## config.mk

```make
export PLATFORM = sky130hd
export DESIGN_NAME = stepper_homing_position_controller_top
export DESIGN_NICKNAME = d
export VERILOG_FILES = /design/src/hdl/shpc_pkg.sv /design/src/hdl/shpc_ctrl.sv /design/src/hdl/stepper_homing_position_controller_top.sv
export SDC_FILE = /design/constraint.sdc
export NUM_CORES = 1
export LEC_CHECK = 0
export ABC_CLOCK_PERIOD_IN_PS = 8370
export BUFFER_PORTS_ARGS = -buffer_cell sky130_fd_sc_hd__buf_2
export CORE_MARGIN = 1
export CORE_UTILIZATION = 24
export DETAILED_ROUTE_END_ITERATION = 10
export GPL_ROUTABILITY_DRIVEN = 1
export PLACE_DENSITY_LB_ADDON = 0.25
export RECOVER_POWER = 50
export SLEW_MARGIN = 20
export SYNTH_ARGS = -nofsm -noshare
export SYNTH_HDL_FRONTEND = slang
export SYNTH_HIERARCHICAL = 1
export SYNTH_SLANG_ARGS = --single-unit
```

## constraint.sdc

```tcl
create_clock -name clk -period 8.37 [get_ports clk]
set_input_delay 0.4185 -clock clk [delete_from_list [all_inputs] [get_ports clk]]
set_output_delay 0.4185 -clock clk [all_outputs]
set_load 0.05 [all_outputs]
```

## src/hdl/shpc_pkg.sv

```systemverilog
package shpc_pkg;

	localparam int POS_WIDTH = 16;
	localparam int OFS_WIDTH = 8;

	localparam logic [OFS_WIDTH-1:0] OFFSET_STEPS_RESET = 8'd12;

	// commands
	localparam logic [1:0] CMD_TICK  = 2'd0;
	localparam logic [1:0] CMD_GOTO  = 2'd1;
	localparam logic [1:0] CMD_CALIB = 2'd2;

	// phases
	localparam logic [1:0] PH_CALIB  = 2'd0;
	localparam logic [1:0] PH_IDLE   = 2'd1;
	localparam logic [1:0] PH_MOVING = 2'd2;
	localparam logic [1:0] PH_OFFSET = 2'd3;

	typedef struct packed {
		logic [1:0]  command;
		logic [15:0] target_position;
		logic        detector_active;
	} in_item_t;

	typedef struct packed {
		logic        step_right;
		logic        step_left;
		logic [15:0] position;
		logic [1:0]  phase;
	} out_item_t;

endpackage

```

## src/hdl/shpc_ctrl.sv

```systemverilog
module shpc_ctrl
	import shpc_pkg::*;
(
	input  logic                 clk,
	input  logic                 arst_n,
	input  logic                 en,
	input  in_item_t             item,
	input  logic [OFS_WIDTH-1:0] offset_steps,
	output out_item_t            result
);

	logic [1:0]           phase_q, phase_d;
	logic [POS_WIDTH-1:0] cur_q, cur_d;
	logic [POS_WIDTH-1:0] des_q, des_d;
	logic [OFS_WIDTH-1:0] ofs_cnt_q, ofs_cnt_d;
	logic                 sr, sl;

	always_comb begin
		phase_d   = phase_q;
		cur_d     = cur_q;
		des_d     = des_q;
		ofs_cnt_d = ofs_cnt_q;
		sr        = 1'b0;
		sl        = 1'b0;
		unique case (item.command)
			CMD_TICK: begin
				unique case (phase_q)
					PH_CALIB: begin
						if (!item.detector_active) begin
							sr = 1'b1;
						end else begin
							cur_d   = '0;
							des_d   = '0;
							phase_d = PH_OFFSET;
						end
					end
					PH_IDLE: begin
						if (cur_q != des_q) begin
							phase_d = PH_MOVING;
						end
					end
					PH_MOVING: begin
						if (cur_q < des_q) begin
							sr    = 1'b1;
							cur_d = cur_q + 1'b1;
						end else if (cur_q > des_q) begin
							sl    = 1'b1;
							cur_d = cur_q - 1'b1;
						end else begin
							phase_d = PH_IDLE;
						end
					end
					PH_OFFSET: begin
						if (ofs_cnt_q < offset_steps) begin
							sr        = 1'b1;
							ofs_cnt_d = ofs_cnt_q + 1'b1;
						end else begin
							ofs_cnt_d = '0;
							phase_d   = PH_IDLE;
						end
					end
					default: begin
						phase_d = phase_q;
					end
				endcase
			end
			CMD_GOTO: begin
				des_d   = POS_WIDTH'(item.target_position);
				phase_d = PH_MOVING;
			end
			CMD_CALIB: begin
				phase_d   = PH_CALIB;
				ofs_cnt_d = '0;
			end
			default: begin
				// unused code: nothing changes
				phase_d = phase_q;
			end
		endcase
	end

	always_ff @(posedge clk or negedge arst_n) begin
		if (!arst_n) begin
			phase_q   <= PH_CALIB;
			cur_q     <= '0;
			des_q     <= '0;
			ofs_cnt_q <= '0;
		end else if (en) begin
			phase_q   <= phase_d;
			cur_q     <= cur_d;
			des_q     <= des_d;
			ofs_cnt_q <= ofs_cnt_d;
		end
	end

	assign result.step_right = sr;
	assign result.step_left  = sl;
	assign result.position   = 16'(cur_d);
	assign result.phase      = phase_d;

`ifndef SYNTHESIS
	a_one_dir: assert property (@(posedge clk) disable iff (!arst_n)
		!(sr && sl))
		else $error("step right and left at once");

	a_left_dec: assert property (@(posedge clk) disable iff (!arst_n)
		en && sl |=> cur_q == $past(cur_q) - 1'b1)
		else $error("left step did not decrement position");

	a_calib_clr: assert property (@(posedge clk) disable iff (!arst_n)
		en && item.command == CMD_CALIB |=> ofs_cnt_q == '0 && phase_q == PH_CALIB)
		else $error("calibrate did not restart homing");

	a_goto_nostep: assert property (@(posedge clk) disable iff (!arst_n)
		en && item.command == CMD_GOTO |-> !sr && !sl)
		else $error("goto issued a step");
`endif

endmodule

```

## src/hdl/stepper_homing_position_controller_top.sv

```systemverilog
// Stepper position controller with homing. Each input item is a command: tick,
// goto (load target) or calibrate (restart homing). On ticks the block steps right
// until the home detector is seen, zeroes position, steps right offset_steps more
// times, then moves one step per tick toward the target. Every item gives exactly
// one result item carrying the step pulses, the position and the phase after it.
// An item is held in the input register and its result is written to the output
// register when the output can take it, so a new item is taken every cycle as long
// as the output is drained. offset_steps resets to 12 and should only be written
// while no items are in flight.
module stepper_homing_position_controller_top
	import shpc_pkg::*;
(
	input  logic                 clk,
	input  logic                 arst_n,
	input  logic                 cfg_wr_en,
	input  logic [OFS_WIDTH-1:0] cfg_wr_data,
	input  logic                 in_valid,
	output logic                 in_stall,
	input  in_item_t             in_item,
	output logic                 out_valid,
	input  logic                 out_stall,
	output out_item_t            out_item
);

	logic [OFS_WIDTH-1:0] offset_steps_q;
	logic                 valid_s1;
	in_item_t             item_s1;
	logic                 out_valid_q;
	out_item_t            out_item_q;
	out_item_t            result;
	logic                 adv_out;
	logic                 en;

	assign adv_out  = !out_valid_q || !out_stall;
	assign in_stall = valid_s1 && !adv_out;
	assign en       = valid_s1 && adv_out;

	always_ff @(posedge clk or negedge arst_n) begin
		if (!arst_n) begin
			offset_steps_q <= OFFSET_STEPS_RESET;
		end else if (cfg_wr_en) begin
			offset_steps_q <= cfg_wr_data;
		end
	end

	always_ff @(posedge clk or negedge arst_n) begin
		if (!arst_n) begin
			valid_s1    <= 1'b0;
			out_valid_q <= 1'b0;
		end else begin
			if (!valid_s1 || adv_out) begin
				valid_s1 <= in_valid;
			end
			if (adv_out) begin
				out_valid_q <= valid_s1;
			end
		end
	end

	always_ff @(posedge clk) begin
		if (in_valid && !in_stall) begin
			item_s1 <= in_item;
		end
		if (en) begin
			out_item_q <= result;
		end
	end

	shpc_ctrl u_ctrl (
		.clk          (clk),
		.arst_n       (arst_n),
		.en           (en),
		.item         (item_s1),
		.offset_steps (offset_steps_q),
		.result       (result)
	);

	assign out_valid = out_valid_q;
	assign out_item  = out_item_q;

`ifndef SYNTHESIS
	a_stall_full: assert property (@(posedge clk) disable iff (!arst_n)
		in_stall |-> valid_s1 && out_valid_q)
		else $error("input stalled with room in the pipe");

	a_no_drop: assert property (@(posedge clk) disable iff (!arst_n)
		out_valid_q && out_stall |=> out_valid_q)
		else $error("stalled result dropped");

	a_pass_on: assert property (@(posedge clk) disable iff (!arst_n)
		en |=> out_valid_q)
		else $error("processed item produced no result");
`endif

endmodule

```

==> metrics, run 1 <==
largest net degree at the start of global routing=53; reg-to-reg critical path endpoint=u_ctrl/cur_q[2]; R2R Setup Slk=4.77 ns; port bufs=53; Slew headroom=-104.8%; hpwl dp=9554 µm; count leader, synth=nand2_1; Crit path largest cell delay=1.24 ns; WP buf/inv=1; final instance area=5848 µm²; most common flop cell mapped by yosys=dfrtp_1; Slew @ Worst Pin=3.071 ns; reg2reg start=out_valid; Hold Path End=item_s1[5]; floorplan core area=20490 µm²; Switch Pwr=713.1 µW; CTS-repair resized insts=0; total track usage=12.99%; Sequential Power Share=40.5%; share of cells above drive strength 1=13.92%; Iter 0 DRT Violations=284; Comb pwr share=34.8%; Slew Viols, Final=83; Min-Delay Path Depth=1; Hold Startpoint=in_item[5]; Seq cells post-synth=91; postcts setup bufs=0; Die Width=147.5 µm; clk_skew=0.01240 ns; maximum clock frequency=277.5 MHz; Clk pin slew, worst setup/hold paths=0.06 ns; Final TNS setup=0 ns; Vias=4041; Async S/R FF share, synth=57.14%; Syn Nets=569; drc violations=0; Synth cell types=64; Hold Buf Count CTS=0; CP max-delay cell=clkbuf_1; Pwr per Cell Area=302.9 nW/µm²; Internal=1058 µW; share of the synthesized area in the top cell type=24.64%; htree depth=3; Initial Utilization=24.78%; Crit. End Element=flip-flop; Ys Warns=6; global placement routability congestion=0.8371; cell accounting for the most synthesized area=dfrtp_1; Routed WL=13430 µm; Seq/Total Area, Yosys=48.73%; nets@finish=606; worst skew pair latency=0.35 ns; post-synthesis cell count=511; CP Max Fanout=29; vias in the first global route=4021; clk sinks=91; DR vias/cell=4.910; Ports=54; fin cells=823; cells along the critical path=a21boi_0 > clkbuf_1 > nand2_1 > a32oi_1 > o21ai_0 > or2_2; crit path time final=3.603 ns; CP top delay family=buffers and inverters; FF-to-FF path depth=6; CTS Root Cell=clkbuf_16; FP Rows=52; area grow syn2layout=15.15%; Post-synth top cells=70 x nand2_1, 50 x dfrtp_1, 39 x edfxtp_1, 39 x nand3_1, 27 x clkbuf_1; synth top area cells=dfrtp_1 25%, edfxtp_1 23%, ha_1 6.4%; initial antenna violation count=0; Num CTS Buffers=9; RSZ-0062 raised after global routing=false; Setup violations, final=0; Min-Delay Path Class=input pin to flip-flop; Avg Cell Area, Syn=9.939 µm²; Post-Syn Area=5079 µm²; Critical Path RT=8.59 ns; post-placement cell area=5585 µm²; switching share of power=40.26%; CTS tree=built; Die ar.=21750 µm²; Max-Cap Viols=2; ANT cells=0; first-pass GRT wire length=22140 µm; CTS Buffer Depth=2; WL per Instance=16.31 µm; failing checks=capacitance limit, slew limit; outcome=finished, violations left; Worst Setup Start Kind=flip-flop; Worst Path Arrival=3.83 ns; kind of critical path=flip-flop to flip-flop; Post-synth EDFFs=39; DRT antenna net count=0; Cells after DPL=807; maximum vdd drop=0.1281 mV; die height=147.5 µm; Final period util=43.05%; Clock power frac=24.7%; DRT Pass-1 Iters=4; Static Leakage=0.002462 µW; final hold violations=0; remaining global-route overflow=0
-- worst max path at each step --
stage	slack, ns	depth (start not counted)	from	endpoint
global placement	5.10	8	u_ctrl/cur_q[11]	out_item[7]
CTS	4.98	8	u_ctrl/cur_q[11]	out_item[7]
floorplan	4.64	6	out_valid	u_ctrl/ofs_cnt_q[5]
detailed placement	5.00	8	u_ctrl/cur_q[11]	out_item[7]
finish	4.77	6	out_valid	u_ctrl/cur_q[2]
global route	4.40	6	out_valid	u_ctrl/cur_q[2]
-- metal layers --
| metal | track usage, % | vias up | routed length, µm |
|---|---|---|---|
| li1 | - | 1970 | - |
| met1 | 18.08 | 1949 | 6628 |
| met2 | 20.26 | 109 | 6025 |
| met3 | 1.852 | 13 | 554 |
| met4 | 5.103 | 0 | 216 |
| met5 | 0 | - | 0 |
-- final cells by class --
class / instances / area (µm²)
fillers: 2194 / 14650
repair buffers: 59 / 289.0
inverters: 26 / 97.59
flip-flops and latches: 91 / 2475
clock buffers: 11 / 232.7
well taps: 270 / 337.8
clock inverters: 5 / 77.57
multi-input cells: 361 / 2338
-- state kept, by name (all words and copies together) (netlist names) --
register and flops:
offset_steps_q 8, u_ctrl/phase_q 2, u_ctrl/ofs_cnt_q 8, u_ctrl/cur_q 16
u_ctrl/des_q 16, item_s1 19, out_item 20, out_valid 1
valid_s1 1
-- power by group through the flow --
stage | sequential, µW | combinational (µW) | clock [µW]
2_1_floorplan | 727 | 454 | 0
3_3_place_gp | 718 | 617 | 0
3_5_place_dp | 725 | 622 | 0
4_1_cts | 716 | 626 | 451
5_1_grt | 738 | 685 | 467
6_report | 718 | 616 | 437
-- kinds of logic (layout without fill, tap and decap cells) --
kind of cell / after synthesis / after routing / share of synthesized area [%]
adder cells (fa/ha/maj): 26 / 26 / 6.405
flip-flops: 91 / 91 / 48.73
buffers and inverters: 59 / 101 / 4.878
multiplexers: 10 / 10 / 2.759
AO/OA/AOI/OAI: 108 / 108 / 15.60
XOR/XNOR: 2 / 2 / 0.3450
AND/OR/NAND/NOR: 215 / 215 / 21.29
-- through the flow --
| stage | setup slack, ns | total power (µW) | hold WS (ns) | util, % |
|---|---|---|---|---|
| floorplan | 4.638 | 1180 | 0.1229 | - |
| global placement | 5.101 | 1335 | 0.4539 | 27.23 |
| detailed placement | 5.002 | 1347 | 0.4638 | 27.25 |
| CTS | 4.980 | 1793 | 0.2356 | 28.77 |
| global route | 4.396 | 1891 | 0.2361 | 28.53 |
| finish | 4.767 | 1771 | 0.2481 | 28.53 |
-- layout by cell type, fill, tap and decap left out, drive strengths merged, types with 3 or more instances in the layout --
| cell | instances |
|---|---|
| nand2 | 70 |
| dfrtp | 50 |
| buf | 46 |
| nand3 | 39 |
| edfxtp | 39 |
| inv | 26 |
| a21oi | 26 |
| ha | 26 |
| nor2 | 24 |
| clkbuf | 24 |
| and3 | 15 |
| nor3 | 13 |
| a211o | 11 |
| nand4 | 10 |
| o21ai | 10 |
| nand2b | 8 |
| mux2 | 8 |
| or3 | 7 |
| a31oi | 7 |
| nor4 | 6 |
| or2 | 6 |
| a21o | 5 |
| o21a | 5 |
| a41oi | 5 |
| o311ai | 5 |
| o2111ai | 4 |
| or4 | 4 |
| o22ai | 4 |
| and2 | 3 |
| nor2b | 3 |
| and4 | 3 |
| a22o | 3 |
| a211oi | 3 |
(Power assumes the default switching activity.)
==> inputs of run 2 (changes only) <==
ABC_CLOCK_PERIOD_IN_PS = 3400   (was 8370)
clock period = 3.4 ns   (was 8.37 ns; I/O delays follow)
==> metrics, run 2 (same netlist as run 1, synthesis figures left out) <==
largest net degree at the start of global routing=32; floorplan core area=20490 µm²; postcts setup bufs=0; Iter 0 DRT Violations=294; global placement routability congestion=0.8650; CP max-delay cell=or3_1; Ports=54; clk sinks=91; Final TNS setup=0 ns; Final Power=4472 µW; Placement Setup Slack=0.2679 ns; Max-Cap Viols=1; reg2reg start=u_ctrl/cur_q[14]; area grow syn2layout=21.56%; total track usage=13.27%; drc violations=0; Worst Path Arrival=3.46 ns; final hold violations=0; kind of critical path=flip-flop to flip-flop; first-pass GRT wire length=22240 µm; Hold Startpoint=in_valid; Initial Utilization=24.78%; FP Rows=52; CP Max Fanout=10; Routed WL=13890 µm; crit path time final=3.168 ns; Slew @ Worst Pin=1.863 ns; die height=147.5 µm; Min-Delay Path Depth=2; final instance area=6173 µm²; port bufs=53; Vias=4189; Min-Delay Path Class=input pin to flip-flop; Slew headroom=-24.21%; Hold Path End=valid_s1; maximum vdd drop=0.3340 mV; clk_skew=0.01180 ns; ANT cells=0; initial antenna violation count=0; Largest register FFs=20; Pwr per Cell Area=724.4 nW/µm²; failing checks=capacitance limit, slew limit; DR vias/cell=4.865; cells along the critical path=ha_1 > nand4_2 > or2_4 > o22ai_2 > or3_1 > buf_4 > or2_2 > o41ai_1 > a211o_1; Worst Setup Start Kind=flip-flop; Setup violations, final=0; R2R Setup Slk=0.23 ns; outcome=finished, violations left; hpwl dp=10260 µm; FF-to-FF path depth=9; maximum clock frequency=315.7 MHz; remaining global-route overflow=0; Die Width=147.5 µm; most frequent cells in the layout=70 x nand2_1, 50 x dfrtp_1, 39 x nand3_1, 39 x edfxtp_1, 30 x buf_2; CTS Root Cell=clkbuf_16; worst skew pair latency=0.36 ns; Die ar.=21750 µm²; post-placement cell area=5723 µm²; min setup slack post-route=0.2325 ns; CTS-repair resized insts=0; CTS Buffer Depth=2; Clk pin slew, worst setup/hold paths=0.07 ns; WL per Instance=16.14 µm; CTS tree=built; nets@finish=644; Static Leakage=0.002602 µW; htree depth=3; Slew Viols, Final=32; DRT antenna net count=0; share of cells above drive strength 1=14.72%; Num CTS Buffers=9; Final period util=93.16%; Critical Path RT=3.69 ns; vias in the first global route=4027; RSZ-0062 raised after global routing=false; Crit. End Element=flip-flop; most common cell after layout, fill and taps aside=nand2_1; Crit path largest cell delay=0.60 ns; reg-to-reg critical path endpoint=u_ctrl/cur_q[5]; DRT Pass-1 Iters=5
[run 2: cell count changes in the layout (fill, tap and decap cells not counted), moves of 2 or more]
| cell | delta |
|---|---|
| clkinv_2 | -2 |
| dlygate4sd3_1 | +20 |
| buf_4 | +19 |
| buf_2 | -12 |
| inv_6 | +2 |
| clkbuf_1 | +8 |
[run 2: report_power, final]
part | switching (µW) | total (µW) | internal, µW
clock network | 489 | 1070 | 583
logic | 1120 | 1750 | 636
registers | 221 | 1650 | 1420
total | 1830 | 4470 | 2640
[run 2: what timing repair did]
action | in CTS | in global routing
endpoints found under the setup margin | 0 | 0
hold buffers | 20 | 0
endpoints found under the hold margin | 47 | 0
[run 2: stage by stage]
stage,hold slack [ns],instances,util [%]
after floorplan,-0.1256,511,-
after global placement,0.2965,825,27.89
after detailed placement,0.3054,825,27.92
after CTS,0.0005008,861,30.40
after global routing,0.02534,861,30.12
final,0.01621,861,30.12
[run 2: metal layers]
layer  GRT usage (%)  vias up  part of all wire [%]
li1                -     2044                     -
met2           20.17      114                    44
met3           1.821       22                   4.4
met4           6.598        0                   2.4
met1           18.43     2009                    49
met5               0        -                     0
[run 2: critical path, delay by kind of cell, from the launching register on]
kind	cells	cell delay, ns
AOI/OAI and AO/OA	3	0.77
adders and majority gates	1	0.36
buffers and inverters	1	0.26
DFF	1	0.47
and+or+nand+nor	4	1.25
[run 2: area by class of cell]
type,count,area (µm²)
Clock buffer,9,225.2
Clock inverter,7,82.58
Fill cell,2146,14320
Inverter,26,97.59
Multi-Input combinational cell,361,2341
Sequential cell,91,2475
Tap cell,270,337.8
Timing Repair Buffer,97,614.3
[run 2: worst max-delay path by stage]
stage	from	end	slack [ns]	cells after the start
2_1_floorplan	out_valid	u_ctrl/ofs_cnt_q[5]	0.35	6
3_5_place_dp	u_ctrl/cur_q[14]	u_ctrl/cur_q[5]	0.27	9
5_1_grt	u_ctrl/cur_q[14]	u_ctrl/cur_q[5]	0.11	9
6_report	u_ctrl/cur_q[14]	u_ctrl/cur_q[5]	0.23	9
3_3_place_gp	u_ctrl/cur_q[14]	out_item[5]	0.42	9
4_1_cts	u_ctrl/cur_q[14]	u_ctrl/cur_q[5]	0.25	9
